[src/rtl/core/fat_volume_layout_parser_core_assert.svh]
// Assertion macros shared by the FAT volume layout parser modules.
`ifndef FAT_VOLUME_LAYOUT_PARSER_CORE_ASSERT_SVH
`define FAT_VOLUME_LAYOUT_PARSER_CORE_ASSERT_SVH

`ifndef SYNTH

// A condition that holds at every clock edge out of reset.
`define FVLP_ASSERT_ALWAYS(label, cond) \
   label: assert property (@(posedge clock) disable iff (reset) (cond)) \
      else $error("fvlp assertion failed");

// A consequence that holds in the same cycle as its antecedent.
`define FVLP_ASSERT_IMPLIES(label, ante, cons) \
   label: assert property (@(posedge clock) disable iff (reset) (ante) |-> (cons)) \
      else $error("fvlp assertion failed");

// A consequence that holds in the cycle after its antecedent.
`define FVLP_ASSERT_NEXT(label, ante, cons) \
   label: assert property (@(posedge clock) disable iff (reset) (ante) |=> (cons)) \
      else $error("fvlp assertion failed");

`else

`define FVLP_ASSERT_ALWAYS(label, cond)
`define FVLP_ASSERT_IMPLIES(label, ante, cons)
`define FVLP_ASSERT_NEXT(label, ante, cons)

`endif

`endif

[src/rtl/core/fvlp_pkg.sv]
// Types and constants shared by the FAT volume layout parser.
`timescale 1ns / 1ps

package fvlp_pkg;

   localparam int QUEUE_DEPTH = 4;
   localparam int QUEUE_PTR_W = $clog2(QUEUE_DEPTH);
   localparam int QUEUE_CNT_W = $clog2(QUEUE_DEPTH + 1);

   typedef enum logic [1:0] {
      STATUS_OK       = 2'd0,
      STATUS_NO_SIG   = 2'd1,
      STATUS_BAD_GEOM = 2'd2
   } status_type;

   typedef struct packed {
      logic       func;
      logic [7:0] byte_value;
      logic [8:0] byte_index;
      logic       sector_end;
   } req_type;

   typedef struct packed {
      status_type  status;
      logic        is_fat32;
      logic [31:0] partition_start;
      logic [31:0] fat_start;
      logic [31:0] data_start;
      logic [31:0] root_start;
      logic [15:0] root_entries;
      logic [7:0]  cluster_sectors;
      logic [31:0] fat_sectors;
      logic [39:0] fat_entry_count;
   } rsp_type;

   // One classified sector, handed from the capture side to the layout side.
   typedef struct packed {
      logic        layout_en;
      status_type  status;
      logic        is_fat32;
      logic [31:0] volume_start;
      logic [15:0] reserved_count;
      logic [31:0] fat_size;
      logic [7:0]  per_cluster;
      logic [31:0] root_cluster_m2;
      logic [15:0] root_count_raw;
   } job_type;

   typedef struct packed {
      logic full;
      logic empty;
   } queue_stat_type;

endpackage

[src/rtl/core/fvlp_front.sv]
// Byte capture and sector classification for the FAT volume layout parser.
`timescale 1ns / 1ps

module fvlp_front (
   input  logic              clock,
   input  logic              reset,
   input  logic              req_valid,
   output logic              req_stall,
   input  fvlp_pkg::req_type req_data,
   input  fvlp_pkg::queue_stat_type q_stat,
   output logic              push,
   output fvlp_pkg::job_type push_job
);

   localparam logic [8:0] OFS_SECTOR_SIZE_HIGH = 9'h00C;
   localparam logic [8:0] OFS_PER_CLUSTER      = 9'h00D;
   localparam logic [8:0] OFS_RESERVED_LO      = 9'h00E;
   localparam logic [8:0] OFS_RESERVED_HI      = 9'h00F;
   localparam logic [8:0] OFS_COPIES           = 9'h010;
   localparam logic [8:0] OFS_ROOT_COUNT_LO    = 9'h011;
   localparam logic [8:0] OFS_ROOT_COUNT_HI    = 9'h012;
   localparam logic [8:0] OFS_FAT_SHORT_LO     = 9'h016;
   localparam logic [8:0] OFS_FAT_SHORT_HI     = 9'h017;
   localparam logic [8:0] OFS_FAT_LONG_0       = 9'h024;
   localparam logic [8:0] OFS_FAT_LONG_1       = 9'h025;
   localparam logic [8:0] OFS_FAT_LONG_2       = 9'h026;
   localparam logic [8:0] OFS_FAT_LONG_3       = 9'h027;
   localparam logic [8:0] OFS_ROOT_CLUS_0      = 9'h02C;
   localparam logic [8:0] OFS_ROOT_CLUS_1      = 9'h02D;
   localparam logic [8:0] OFS_ROOT_CLUS_2      = 9'h02E;
   localparam logic [8:0] OFS_ROOT_CLUS_3      = 9'h02F;
   localparam logic [8:0] OFS_TYPE_CODE        = 9'h1C2;
   localparam logic [8:0] OFS_TABLE_START_0    = 9'h1C6;
   localparam logic [8:0] OFS_TABLE_START_1    = 9'h1C7;
   localparam logic [8:0] OFS_TABLE_START_2    = 9'h1C8;
   localparam logic [8:0] OFS_TABLE_START_3    = 9'h1C9;
   localparam logic [8:0] OFS_SIG_LOW          = 9'h1FE;
   localparam logic [8:0] OFS_SIG_HIGH         = 9'h1FF;

   localparam logic [7:0] SIG_LOW_VALUE   = 8'h55;
   localparam logic [7:0] SIG_HIGH_VALUE  = 8'hAA;
   localparam logic [7:0] SECTOR_SIZE_512 = 8'h02;
   localparam logic [7:0] FAT_COPIES      = 8'h02;
   localparam logic [7:0] PT_EXTENDED     = 8'h05;
   localparam logic [7:0] PT_FAT16        = 8'h06;
   localparam logic [7:0] PT_FAT32        = 8'h0B;
   localparam logic [7:0] PT_FAT32_LBA    = 8'h0C;
   localparam logic [7:0] PT_FAT16_LBA    = 8'h0E;
   localparam logic [7:0] PT_EXT_LBA      = 8'h0F;

   logic [31:0] volume_start_ff, volume_start_in;
   logic [7:0]  sig_low_ff, sig_low_in;
   logic [7:0]  sig_high_ff, sig_high_in;
   logic [7:0]  type_code_ff, type_code_in;
   logic [31:0] table_start_ff, table_start_in;
   logic [7:0]  sector_size_high_ff, sector_size_high_in;
   logic [7:0]  per_cluster_ff, per_cluster_in;
   logic [15:0] reserved_count_ff, reserved_count_in;
   logic [7:0]  copies_ff, copies_in;
   logic [15:0] root_count_ff, root_count_in;
   logic [15:0] fat_short_ff, fat_short_in;
   logic [31:0] fat_long_ff, fat_long_in;
   logic [31:0] root_cluster_ff, root_cluster_in;

   logic              accept;
   logic              sig_ok;
   logic              is_fat32;
   fvlp_pkg::status_type status;
   logic [31:0]       mbr_start;

   assign req_stall = q_stat.full;
   assign accept    = req_valid && !req_stall;

   always_comb begin
      sig_low_in          = sig_low_ff;
      sig_high_in         = sig_high_ff;
      type_code_in        = type_code_ff;
      table_start_in      = table_start_ff;
      sector_size_high_in = sector_size_high_ff;
      per_cluster_in      = per_cluster_ff;
      reserved_count_in   = reserved_count_ff;
      copies_in           = copies_ff;
      root_count_in       = root_count_ff;
      fat_short_in        = fat_short_ff;
      fat_long_in         = fat_long_ff;
      root_cluster_in     = root_cluster_ff;
      if (accept) begin
         case (req_data.byte_index)
            OFS_SECTOR_SIZE_HIGH: sector_size_high_in      = req_data.byte_value;
            OFS_PER_CLUSTER:      per_cluster_in           = req_data.byte_value;
            OFS_RESERVED_LO:      reserved_count_in[7:0]   = req_data.byte_value;
            OFS_RESERVED_HI:      reserved_count_in[15:8]  = req_data.byte_value;
            OFS_COPIES:           copies_in                = req_data.byte_value;
            OFS_ROOT_COUNT_LO:    root_count_in[7:0]       = req_data.byte_value;
            OFS_ROOT_COUNT_HI:    root_count_in[15:8]      = req_data.byte_value;
            OFS_FAT_SHORT_LO:     fat_short_in[7:0]        = req_data.byte_value;
            OFS_FAT_SHORT_HI:     fat_short_in[15:8]       = req_data.byte_value;
            OFS_FAT_LONG_0:       fat_long_in[7:0]         = req_data.byte_value;
            OFS_FAT_LONG_1:       fat_long_in[15:8]        = req_data.byte_value;
            OFS_FAT_LONG_2:       fat_long_in[23:16]       = req_data.byte_value;
            OFS_FAT_LONG_3:       fat_long_in[31:24]       = req_data.byte_value;
            OFS_ROOT_CLUS_0:      root_cluster_in[7:0]     = req_data.byte_value;
            OFS_ROOT_CLUS_1:      root_cluster_in[15:8]    = req_data.byte_value;
            OFS_ROOT_CLUS_2:      root_cluster_in[23:16]   = req_data.byte_value;
            OFS_ROOT_CLUS_3:      root_cluster_in[31:24]   = req_data.byte_value;
            OFS_TYPE_CODE:        type_code_in             = req_data.byte_value;
            OFS_TABLE_START_0:    table_start_in[7:0]      = req_data.byte_value;
            OFS_TABLE_START_1:    table_start_in[15:8]     = req_data.byte_value;
            OFS_TABLE_START_2:    table_start_in[23:16]    = req_data.byte_value;
            OFS_TABLE_START_3:    table_start_in[31:24]    = req_data.byte_value;
            OFS_SIG_LOW:          sig_low_in               = req_data.byte_value;
            OFS_SIG_HIGH:         sig_high_in              = req_data.byte_value;
            default: ;
         endcase
      end
   end

   // Classification sees the captures including the sector's last byte.
   always_comb begin
      sig_ok   = (sig_low_in == SIG_LOW_VALUE) && (sig_high_in == SIG_HIGH_VALUE);
      is_fat32 = (fat_short_in == 16'd0);
      if (type_code_in inside {PT_EXTENDED, PT_FAT16, PT_FAT32,
                               PT_FAT32_LBA, PT_FAT16_LBA, PT_EXT_LBA}) begin
         mbr_start = table_start_in;
      end else begin
         mbr_start = 32'd0;
      end

      volume_start_in = volume_start_ff;
      if (!req_data.func) begin
         status = sig_ok ? fvlp_pkg::STATUS_OK : fvlp_pkg::STATUS_NO_SIG;
         if (accept && req_data.sector_end && sig_ok) begin
            volume_start_in = mbr_start;
         end
      end else if (sector_size_high_in != SECTOR_SIZE_512) begin
         status = fvlp_pkg::STATUS_BAD_GEOM;
      end else if (!sig_ok) begin
         status = fvlp_pkg::STATUS_NO_SIG;
      end else if (copies_in != FAT_COPIES) begin
         status = fvlp_pkg::STATUS_BAD_GEOM;
      end else begin
         status = fvlp_pkg::STATUS_OK;
      end

      push                     = accept && req_data.sector_end;
      push_job.layout_en       = req_data.func && (status == fvlp_pkg::STATUS_OK);
      push_job.status          = status;
      push_job.is_fat32        = is_fat32;
      push_job.volume_start    = volume_start_in;
      push_job.reserved_count  = reserved_count_in;
      push_job.fat_size        = is_fat32 ? fat_long_in : {16'd0, fat_short_in};
      push_job.per_cluster     = per_cluster_in;
      push_job.root_cluster_m2 = root_cluster_in - 32'd2;
      push_job.root_count_raw  = root_count_in;
   end

   always_ff @(posedge clock) begin
      if (reset) begin
         volume_start_ff     <= '1;
         sig_low_ff          <= '0;
         sig_high_ff         <= '0;
         type_code_ff        <= '0;
         table_start_ff      <= '0;
         sector_size_high_ff <= '0;
         per_cluster_ff      <= '0;
         reserved_count_ff   <= '0;
         copies_ff           <= '0;
         root_count_ff       <= '0;
         fat_short_ff        <= '0;
         fat_long_ff         <= '0;
         root_cluster_ff     <= '0;
      end else begin
         volume_start_ff     <= volume_start_in;
         sig_low_ff          <= sig_low_in;
         sig_high_ff         <= sig_high_in;
         type_code_ff        <= type_code_in;
         table_start_ff      <= table_start_in;
         sector_size_high_ff <= sector_size_high_in;
         per_cluster_ff      <= per_cluster_in;
         reserved_count_ff   <= reserved_count_in;
         copies_ff           <= copies_in;
         root_count_ff       <= root_count_in;
         fat_short_ff        <= fat_short_in;
         fat_long_ff         <= fat_long_in;
         root_cluster_ff     <= root_cluster_in;
      end
   end

endmodule

[src/rtl/core/fvlp_queue.sv]
// Short job queue between the capture side and the layout side.
`timescale 1ns / 1ps

`include "fat_volume_layout_parser_core_assert.svh"

module fvlp_queue (
   input  logic                      clock,
   input  logic                      reset,
   input  logic                      push,
   input  fvlp_pkg::job_type         push_job,
   input  logic                      pop,
   output fvlp_pkg::job_type         head_job,
   output fvlp_pkg::queue_stat_type  q_stat
);

   localparam logic [fvlp_pkg::QUEUE_PTR_W-1:0] LAST_SLOT =
      fvlp_pkg::QUEUE_PTR_W'(fvlp_pkg::QUEUE_DEPTH - 1);
   localparam logic [fvlp_pkg::QUEUE_CNT_W-1:0] FULL_COUNT =
      fvlp_pkg::QUEUE_CNT_W'(fvlp_pkg::QUEUE_DEPTH);
   localparam logic [fvlp_pkg::QUEUE_PTR_W-1:0] PTR_STEP = fvlp_pkg::QUEUE_PTR_W'(1);
   localparam logic [fvlp_pkg::QUEUE_CNT_W-1:0] CNT_STEP = fvlp_pkg::QUEUE_CNT_W'(1);

   fvlp_pkg::job_type slot_ff [fvlp_pkg::QUEUE_DEPTH];

   logic [fvlp_pkg::QUEUE_PTR_W-1:0] wr_ptr_ff, wr_ptr_in;
   logic [fvlp_pkg::QUEUE_PTR_W-1:0] rd_ptr_ff, rd_ptr_in;
   logic [fvlp_pkg::QUEUE_CNT_W-1:0] count_ff, count_in;

   always_comb begin
      wr_ptr_in = wr_ptr_ff;
      rd_ptr_in = rd_ptr_ff;
      count_in  = count_ff;
      if (push) begin
         wr_ptr_in = (wr_ptr_ff == LAST_SLOT) ? '0 : wr_ptr_ff + PTR_STEP;
      end
      if (pop) begin
         rd_ptr_in = (rd_ptr_ff == LAST_SLOT) ? '0 : rd_ptr_ff + PTR_STEP;
      end
      if (push && !pop) begin
         count_in = count_ff + CNT_STEP;
      end else if (pop && !push) begin
         count_in = count_ff - CNT_STEP;
      end
   end

   assign head_job     = slot_ff[rd_ptr_ff];
   assign q_stat.full  = (count_ff == FULL_COUNT);
   assign q_stat.empty = (count_ff == '0);

   always_ff @(posedge clock) begin
      if (push) begin
         slot_ff[wr_ptr_ff] <= push_job;
      end
   end

   always_ff @(posedge clock) begin
      if (reset) begin
         wr_ptr_ff <= '0;
         rd_ptr_ff <= '0;
         count_ff  <= '0;
      end else begin
         wr_ptr_ff <= wr_ptr_in;
         rd_ptr_ff <= rd_ptr_in;
         count_ff  <= count_in;
      end
   end

   `FVLP_ASSERT_ALWAYS(a_queue_count_bound, count_ff <= FULL_COUNT)
   `FVLP_ASSERT_NEXT(a_queue_push_lands, push && !pop, !q_stat.empty)

endmodule

[src/rtl/core/fvlp_back.sv]
// Layout arithmetic and result register for the FAT volume layout parser.
`timescale 1ns / 1ps

`include "fat_volume_layout_parser_core_assert.svh"

module fvlp_back (
   input  logic                     clock,
   input  logic                     reset,
   input  fvlp_pkg::job_type        head_job,
   input  fvlp_pkg::queue_stat_type q_stat,
   output logic                     pop,
   output logic                     rsp_valid,
   input  logic                     rsp_stall,
   output fvlp_pkg::rsp_type        rsp_data
);

   // Stage A: sums and the root cluster product.
   logic        a_valid_ff, a_valid_in;
   logic        a_layout_en_ff;
   fvlp_pkg::status_type a_status_ff;
   logic        a_is_fat32_ff;
   logic [31:0] a_volume_start_ff;
   logic [31:0] a_fat1_ff, a_fat1_in;
   logic [31:0] a_base_ff, a_base_in;
   logic [31:0] a_prod_ff, a_prod_in;
   logic [31:0] a_fat_size_ff;
   logic [7:0]  a_per_cluster_ff;
   logic [15:0] a_root_count_ff;

   logic              out_valid_ff, out_valid_in;
   fvlp_pkg::rsp_type out_data_ff, out_data_in;

   logic a_move;
   logic [31:0] b_offset;

   assign a_move     = a_valid_ff && (!out_valid_ff || !rsp_stall);
   assign pop        = !q_stat.empty && (!a_valid_ff || a_move);
   assign a_valid_in = pop || (a_valid_ff && !a_move);

   assign a_fat1_in = head_job.volume_start + {16'd0, head_job.reserved_count};
   assign a_base_in = head_job.volume_start + {16'd0, head_job.reserved_count}
                      + {head_job.fat_size[30:0], 1'b0};
   assign a_prod_in = head_job.root_cluster_m2 * {24'd0, head_job.per_cluster};

   always_ff @(posedge clock) begin
      if (pop) begin
         a_layout_en_ff    <= head_job.layout_en;
         a_status_ff       <= head_job.status;
         a_is_fat32_ff     <= head_job.is_fat32;
         a_volume_start_ff <= head_job.volume_start;
         a_fat1_ff         <= a_fat1_in;
         a_base_ff         <= a_base_in;
         a_prod_ff         <= a_prod_in;
         a_fat_size_ff     <= head_job.fat_size;
         a_per_cluster_ff  <= head_job.per_cluster;
         a_root_count_ff   <= head_job.root_count_raw;
      end
   end

   // Stage B: one add selects the root or data offset, then the result beat.
   assign b_offset = a_is_fat32_ff ? a_prod_ff : {20'd0, a_root_count_ff[15:4]};

   always_comb begin
      out_data_in                 = '0;
      out_data_in.status          = a_status_ff;
      out_data_in.partition_start = a_volume_start_ff;
      if (a_layout_en_ff) begin
         out_data_in.is_fat32        = a_is_fat32_ff;
         out_data_in.fat_start       = a_fat1_ff;
         out_data_in.cluster_sectors = a_per_cluster_ff;
         out_data_in.fat_sectors     = a_fat_size_ff;
         if (a_is_fat32_ff) begin
            out_data_in.data_start      = a_base_ff;
            out_data_in.root_start      = a_base_ff + b_offset;
            out_data_in.root_entries    = {4'd0, a_per_cluster_ff, 4'd0};
            out_data_in.fat_entry_count = {1'b0, a_fat_size_ff, 7'd0};
         end else begin
            out_data_in.data_start      = a_base_ff + b_offset;
            out_data_in.root_start      = a_base_ff;
            out_data_in.root_entries    = a_root_count_ff;
            out_data_in.fat_entry_count = {16'd0, a_fat_size_ff[15:0], 8'd0};
         end
      end
   end

   assign out_valid_in = a_move || (out_valid_ff && rsp_stall);

   always_ff @(posedge clock) begin
      if (a_move) begin
         out_data_ff <= out_data_in;
      end
   end

   always_ff @(posedge clock) begin
      if (reset) begin
         a_valid_ff   <= 1'b0;
         out_valid_ff <= 1'b0;
      end else begin
         a_valid_ff   <= a_valid_in;
         out_valid_ff <= out_valid_in;
      end
   end

   assign rsp_valid = out_valid_ff;
   assign rsp_data  = out_data_ff;

   `FVLP_ASSERT_NEXT(a_stage_a_holds, a_valid_ff && !a_move, a_valid_ff)
   `FVLP_ASSERT_IMPLIES(a_failed_has_no_layout,
      out_valid_ff && (out_data_ff.status != fvlp_pkg::STATUS_OK),
      (out_data_ff.fat_start == 32'd0) && !out_data_ff.is_fat32)

endmodule

[src/rtl/core/fat_volume_layout_parser_core.sv]
// Top level of the FAT16/FAT32 volume layout parser.
`timescale 1ns / 1ps

// The parser takes one sector byte per beat on the req_ channel, tagged with
// its index and with the sector role (master boot record or volume boot
// sector), and it takes a byte in every cycle as long as req_stall is low.
// Bytes at the positions of interest are latched as they pass. The beat that
// carries sector_end closes the sector: it produces exactly one rsp_ beat with
// the status and, for a good boot sector, the FAT start, data start, root
// start, root entry count and FAT size; other beats produce nothing. A result
// passes from the closing byte through a queue slot, the first layout stage
// and the result register. The capture side classifies each closed sector and
// places it in a four-entry job queue; the layout side pops jobs through a
// two-stage path, with the 32 by 8 root cluster product in its first stage and
// the final address add in its second, ending in the result register. The
// capture side stalls only when that queue is full, so bytes keep flowing
// while a result waits to be taken, and a steady one byte per cycle is
// sustained while the queue has room. The volume start found in a boot record
// carries over to later boot sectors and reads as all ones after reset.

module fat_volume_layout_parser_core (
   input  logic              clock,
   input  logic              reset,
   input  logic              req_valid,
   output logic              req_stall,
   input  fvlp_pkg::req_type req_data,
   output logic              rsp_valid,
   input  logic              rsp_stall,
   output fvlp_pkg::rsp_type rsp_data
);

   logic                     push;
   logic                     pop;
   fvlp_pkg::job_type        push_job;
   fvlp_pkg::job_type        head_job;
   fvlp_pkg::queue_stat_type q_stat;

   // Capture and classification of the incoming sector bytes.
   fvlp_front u_front (
      .clock     (clock),
      .reset     (reset),
      .req_valid (req_valid),
      .req_stall (req_stall),
      .req_data  (req_data),
      .q_stat    (q_stat),
      .push      (push),
      .push_job  (push_job)
   );

   // Decouples sector close from result delivery.
   fvlp_queue u_queue (
      .clock    (clock),
      .reset    (reset),
      .push     (push),
      .push_job (push_job),
      .pop      (pop),
      .head_job (head_job),
      .q_stat   (q_stat)
   );

   // Layout arithmetic and the result register.
   fvlp_back u_back (
      .clock     (clock),
      .reset     (reset),
      .head_job  (head_job),
      .q_stat    (q_stat),
      .pop       (pop),
      .rsp_valid (rsp_valid),
      .rsp_stall (rsp_stall),
      .rsp_data  (rsp_data)
   );

endmodule
[config.mk]
export PLATFORM = sky130hd
export DESIGN_NAME = fat_volume_layout_parser_core
export DESIGN_NICKNAME = d
export VERILOG_FILES = /design/src/rtl/core/fvlp_pkg.sv /design/src/rtl/core/fvlp_front.sv /design/src/rtl/core/fvlp_queue.sv /design/src/rtl/core/fvlp_back.sv /design/src/rtl/core/fat_volume_layout_parser_core.sv
export VERILOG_INCLUDE_DIRS = /design/src /design/src/rtl/core
export SDC_FILE = /design/constraint.sdc
export NUM_CORES = 2
export LEC_CHECK = 0
export BUFFER_PORTS_ARGS = -buffer_cell sky130_fd_sc_hd__buf_2
export CAP_MARGIN = 30
export CORE_AREA = 10 10 341 343
export CTS_BUF_LIST = sky130_fd_sc_hd__clkbuf_8
export CTS_CLUSTER_SIZE = 20
export DETAILED_ROUTE_END_ITERATION = 8
export DIE_AREA = 0 0 351 353
export PLACE_DENSITY = 0.78
export SLEW_MARGIN = 5
export SYNTH_ARGS = -nofsm -noshare
export SYNTH_HDL_FRONTEND = slang
export SYNTH_SLANG_ARGS = --single-unit
[constraint.sdc]
create_clock -name clock -period 24.4 [get_ports clock]
set_input_delay 1.22 -clock clock [delete_from_list [all_inputs] [get_ports clock]]
set_output_delay 1.22 -clock clock [all_outputs]
set_load 0.1 [all_outputs]
[Word level (Yosys, flattened, before mapping)]
Memory sizes are Yosys's and may differ from the RTL's. A register that Yosys moved wholly into a read port is not among the register bits.
Cells that the tools add are included.
Word-level totals
  flip-flop bits (word level): 648
  bits in latches: 0
  bits in writable memories: 560
  bits in read-only memories: 0
  input bits: 23
  output and inout port bits: 229
  memories: 1
Operators by class
  $add $sub $neg: 8
  multiply operators: 1
  divide/modulo/power cells: 0
  order comparisons: 0
  equal/unequal tests: 37
  shift operators: 0
  mux-type cells: 56
  bitwise gates (word level): 1
  reductions and logical operators: 30
Memory list
  u_queue.slot_ff: depth 4, width 140, rd ports 1, clocked after memory_dff 1, wr ports 1, RTL line fvlp_queue.sv:23  | fvlp_pkg::job_type slot_ff [fvlp_pkg::QUEUE_DEPTH];
Operators by type and width (count)
  $mux W32: 8
  $mux W8: 30
  $mux W80: 1
  $eq A9 B6 Y1 const B: 8
  $add A32 B32 Y32: 2
  $eq A9 B9 Y1 const B: 7
  $mux W16: 3
  $eq A9 B5 Y1 const B: 5
  $eq A9 B4 Y1 const B: 4
  $add A32 B16 Y32: 1
  $eq A8 B4 Y1 const B: 4
  $mul A32 B8 Y32: 1
  $sub A32 B2 Y32 const B: 1
  $mux W24: 1
  $eq A8 B3 Y1 const B: 2
  $logic_not A16 Y1: 1
  $mux W2: 8
  $ne A8 B2 Y1 const B: 2
  $logic_and A1 B1 Y1: 11
  $eq A8 B7 Y1 const B: 1
  $eq A8 B8 Y1 const B: 1
  $logic_not A1 Y1: 8
  $mux W3: 2
  $reduce_bool A6 Y1: 1
  other kinds (13): 20

[Logic depth before layout (Yosys ltp)]
  depth in word-level cells: 11
  gate-level depth with buffers: 30
  mapped depth without buffers: 24

[Cells and area by module]
A second synthesis with hierarchy kept.
Unflattened totals
  cell total of the unflattened synthesis: 3925
  area, all modules: 55719.7 um^2
By module, submodules not included
  fvlp_back: instances 1, cells each 2057, area an instance 24892.6 um^2, seq. area each 12231.7 um^2
  fvlp_queue: instances 1, cells each 776, area an instance 20653.6 um^2, seq. area each 16996.3 um^2
  fvlp_front: instances 1, cells each 1092, area an instance 10173.5 um^2, seq. area each 4484.3 um^2

[Least setup slack after synthesis]
No wires, ideal clock.
  kind: input to register
  start point: in rsp_stall
  end point: reg u_back.out_data_ff, in the netlist u_back.rsp_data[100] (enable)
  library setup time: 1.135 ns
  data arrival time: 16.936 ns
  path slack: 6.329 ns
  cell stages on the path: 1
  buffers on the path: 0
  cells stage by stage: a21boi_0
On the way
  cells in the longest elaborated chain, start to end: 3
Ends and longest elaborated chain
  from (decl): RTL line fat_volume_layout_parser_core.sv:28  | input logic rsp_stall,
  $logic_not A1 Y1: RTL line fvlp_back.sv:36  | assign a_move = a_valid_ff && (!out_valid_ff || !rsp_stall);
  $logic_or A1 B1 Y1: RTL line fvlp_back.sv:36
  $logic_and A1 B1 Y1: RTL line fvlp_back.sv:36
  to (signal assigned): RTL line fvlp_back.sv:90  | out_data_ff <= out_data_in;
  to (decl): RTL line fvlp_back.sv:31  | fvlp_pkg::rsp_type out_data_ff, out_data_in;
Every way passes these cells.
A chain may end at the register's enable or synchronous reset.

==> flow_summary.ini <==
[grt]
track_usage = 0.204
grt_max_degree = 159
met1_usage = 0.269
grt_use_met2 = 0.329
antenna_found_initial = 19
overflow = 0
grt-busiest-layer = met2
grt_pass1_wl_mm = 195
first_global_vias = 33200
use_met3 = 0.0461

[sta]
setup_viol = 0
rsz0062_at_grt = false
slew_headroom = 0.331
hold_viol = 0
clock.fmax_mhz = 129
period_share = 0.318
period_minus_slack_ps = 7750
setup_tns_ps = 0
finClkSkew_ps = 52.4
worst_pin_slew_ps = 1000
drv_slew = 0

[detailed_routing]
drc_errors = 0
antenna_left = 0
vias = 33200
viasPerCell = 5.64
wl_mm = 128
drt_iter0_markers = 2971
dr.pass1.iters = 9
wl_per_cell_um = 21.8

[layout]
regMostFlops = u_queue.slot_ff
fin_nets = 4610
largest_reg_flops = 560
layout-drive-gt1-share = 0.191
area_growth_pct = 11.7

[clock_tree]
cts_tree = built
cts_made_buffers = 180
htreeDepth = 4
hold_buffers = 0
clock-sinks = 1201
clkTransAtPathRegs_ps = 70
clkLatencyLatePin_ps = 870
cts_resized = 0
clockBufferDepth = 3
cts_root_buf = clkbuf_8
post_cts_buffers = 0

[worst_setup_path]
crit_buf_inv = 3
required_ps = 24980
cp_cell_sequence = buf_4, mux2_2, o21ai_1, nor2_1, fa_1, fa_1, fa_1, inv_1, fa_1, inv_1, ha_1, and3_1, nand3_1, nor2_1, a32oi_1, a21oi_1, a41o_1, o311ai_0, nand2b_1, a21oi_1, xnor2_1
crit_path_start_kind = register
worstSetupPathType = reg2reg
max_stage_delay_ps = 870
crit_slowest_cell = dfxtp_4
path_max_fanout = 49
crit_top_cell = fa_1
endpoint_kind = register
critPathTopFamily = adder cells
worstPathArrival_ps = 8330

[synthesis]
synth_ff_type = edfxtp_1
yosys_register_bits = 1201
ys_seq_area_frac = 0.608
yosysTopAreaCell = edfxtp_1
netlist_instances = 3994
synth_most_common_cell = edfxtp_1
async_flop_share = 0
yosysWarnings = 0
ys_types = 94
synth.area.top_cells = edfxtp_1, dfxtp_1, fa_1
yosysTopAreaCellShare = 0.523
syn-cell-area_um2 = 55500
synth_edf_count = 966
syn_area_per_cell_um2 = 13.9
synthTopCellsByCount = edfxtp_1, nor2_1, dfxtp_1

[worst_hold_path]
hold_start = u_back.a_volume_start_ff[15]$_DFFE_PP_
hold_path_class = reg2reg

[floorplan]
pin_count = 252
core_um2 = 110000
die_width_um = 351
dieArea_um2 = 124000
rows = 122
start_util = 0.505
die_h_um = 353

[placement]
dpl.hpwl_mm = 86.4
place.port_buffers = 243
place_congestion = 0.896

[flow_run]
cap_violations = 0

[status]
status = completed
path summary, 6_finish.rpt:
path	endpoint	slack (ps)	cells past startpoint
worst min-delay path	u_back.rsp_data[207]$_DFFE_PP_	420	0
worst min register to register	u_back.rsp_data[207]$_DFFE_PP_	420	0
worst max-delay path	u_back.a_prod_ff[30]$_DFFE_PP_	16650	21
worst max register to register	u_back.a_prod_ff[30]$_DFFE_PP_	16650	21
worst reg2reg max path: stages (launching register included):
cell and delay, ps:
dfxtp_4 870, buf_4 820, mux2_2 450, o21ai_1 660, nor2_1 150, fa_1 550
fa_1 510, fa_1 530, inv_1 70, fa_1 480, inv_1 40, ha_1 340
and3_1 210, nand3_1 140, nor2_1 60, a32oi_1 300, a21oi_1 200, a41o_1 320
o311ai_0 370, nand2b_1 90, a21oi_1 220, xnor2_1 80
logic make-up (layout without fill, tap and decap cells):
logic type | Yosys count | count (layout) | share of synthesized area
adder cells (fa/ha/maj) | 284 | 284 | 0.0857
AND/OR/NAND/NOR | 1098 | 1098 | 0.0966
flip-flops | 1201 | 1201 | 0.608
multiplexers | 386 | 386 | 0.0965
AO/OA/AOI/OAI | 489 | 489 | 0.0592
XOR/XNOR | 159 | 159 | 0.0251
buffers and inverters | 376 | 831 | 0.0287
other | 1 | 14 | 0.0000676
stage by stage:
step	std cells	utilization	setup WS, ps	instance area (µm²)	hold slack, ps
4_1_cts	5874	0.563	16570	61800	421
3_5_place_dp	5539	0.530	16560	58200	405
2_1_floorplan	4001	-	6330	55500	400
6_report	5888	0.564	16650	61900	420
5_1_grt	5887	0.564	16240	61900	430
3_3_place_gp	5532	0.529	16680	58100	404
placed cells by master, fill, tap and decap left out, drive strengths merged, types with 29 or more instances in the layout:
cell type / Yosys / routed
nand2b: 31 / 31
o21ai: 124 / 124
ha: 124 / 124
nor2b: 31 / 31
xor2: 55 / 55
nor2: 465 / 465
a21o: 44 / 44
mux4: 109 / 109
mux2: 85 / 85
xnor2: 104 / 104
fa: 160 / 160
inv: 191 / 264
o211ai: 38 / 38
nand3: 29 / 29
clkinv: 0 / 56
and2: 169 / 169
mux2i: 192 / 192
nand2: 207 / 207
buf: 61 / 305
dfxtp: 235 / 235
a22o: 30 / 30
nor3: 30 / 30
clkbuf: 122 / 190
edfxtp: 966 / 966
a21oi: 142 / 142
final cells by class:
type / instances / area (µm²)
sequential: 1201 / 33700
clock inverter: 145 / 1000
fill: 8395 / 47800
timing repair buffer: 305 / 1830
antenna: 6 / 15.0
multi-input combinational: 2424 / 20300
clock buffer: 190 / 2620
tap: 1426 / 1780
inverter: 191 / 718
layer usage:
layer	part of all wire	up-vias	wire (µm)
li1	-	15100	-
met4	0.029	24	3740
met1	0.41	16500	52300
met3	0.087	233	11100
met5	0.0012	-	155
met2	0.47	1361	60800
Power is left out: the tool's default activity adds up to more than one toggle a clock period on the data nets, which glitch-free logic cannot reach.
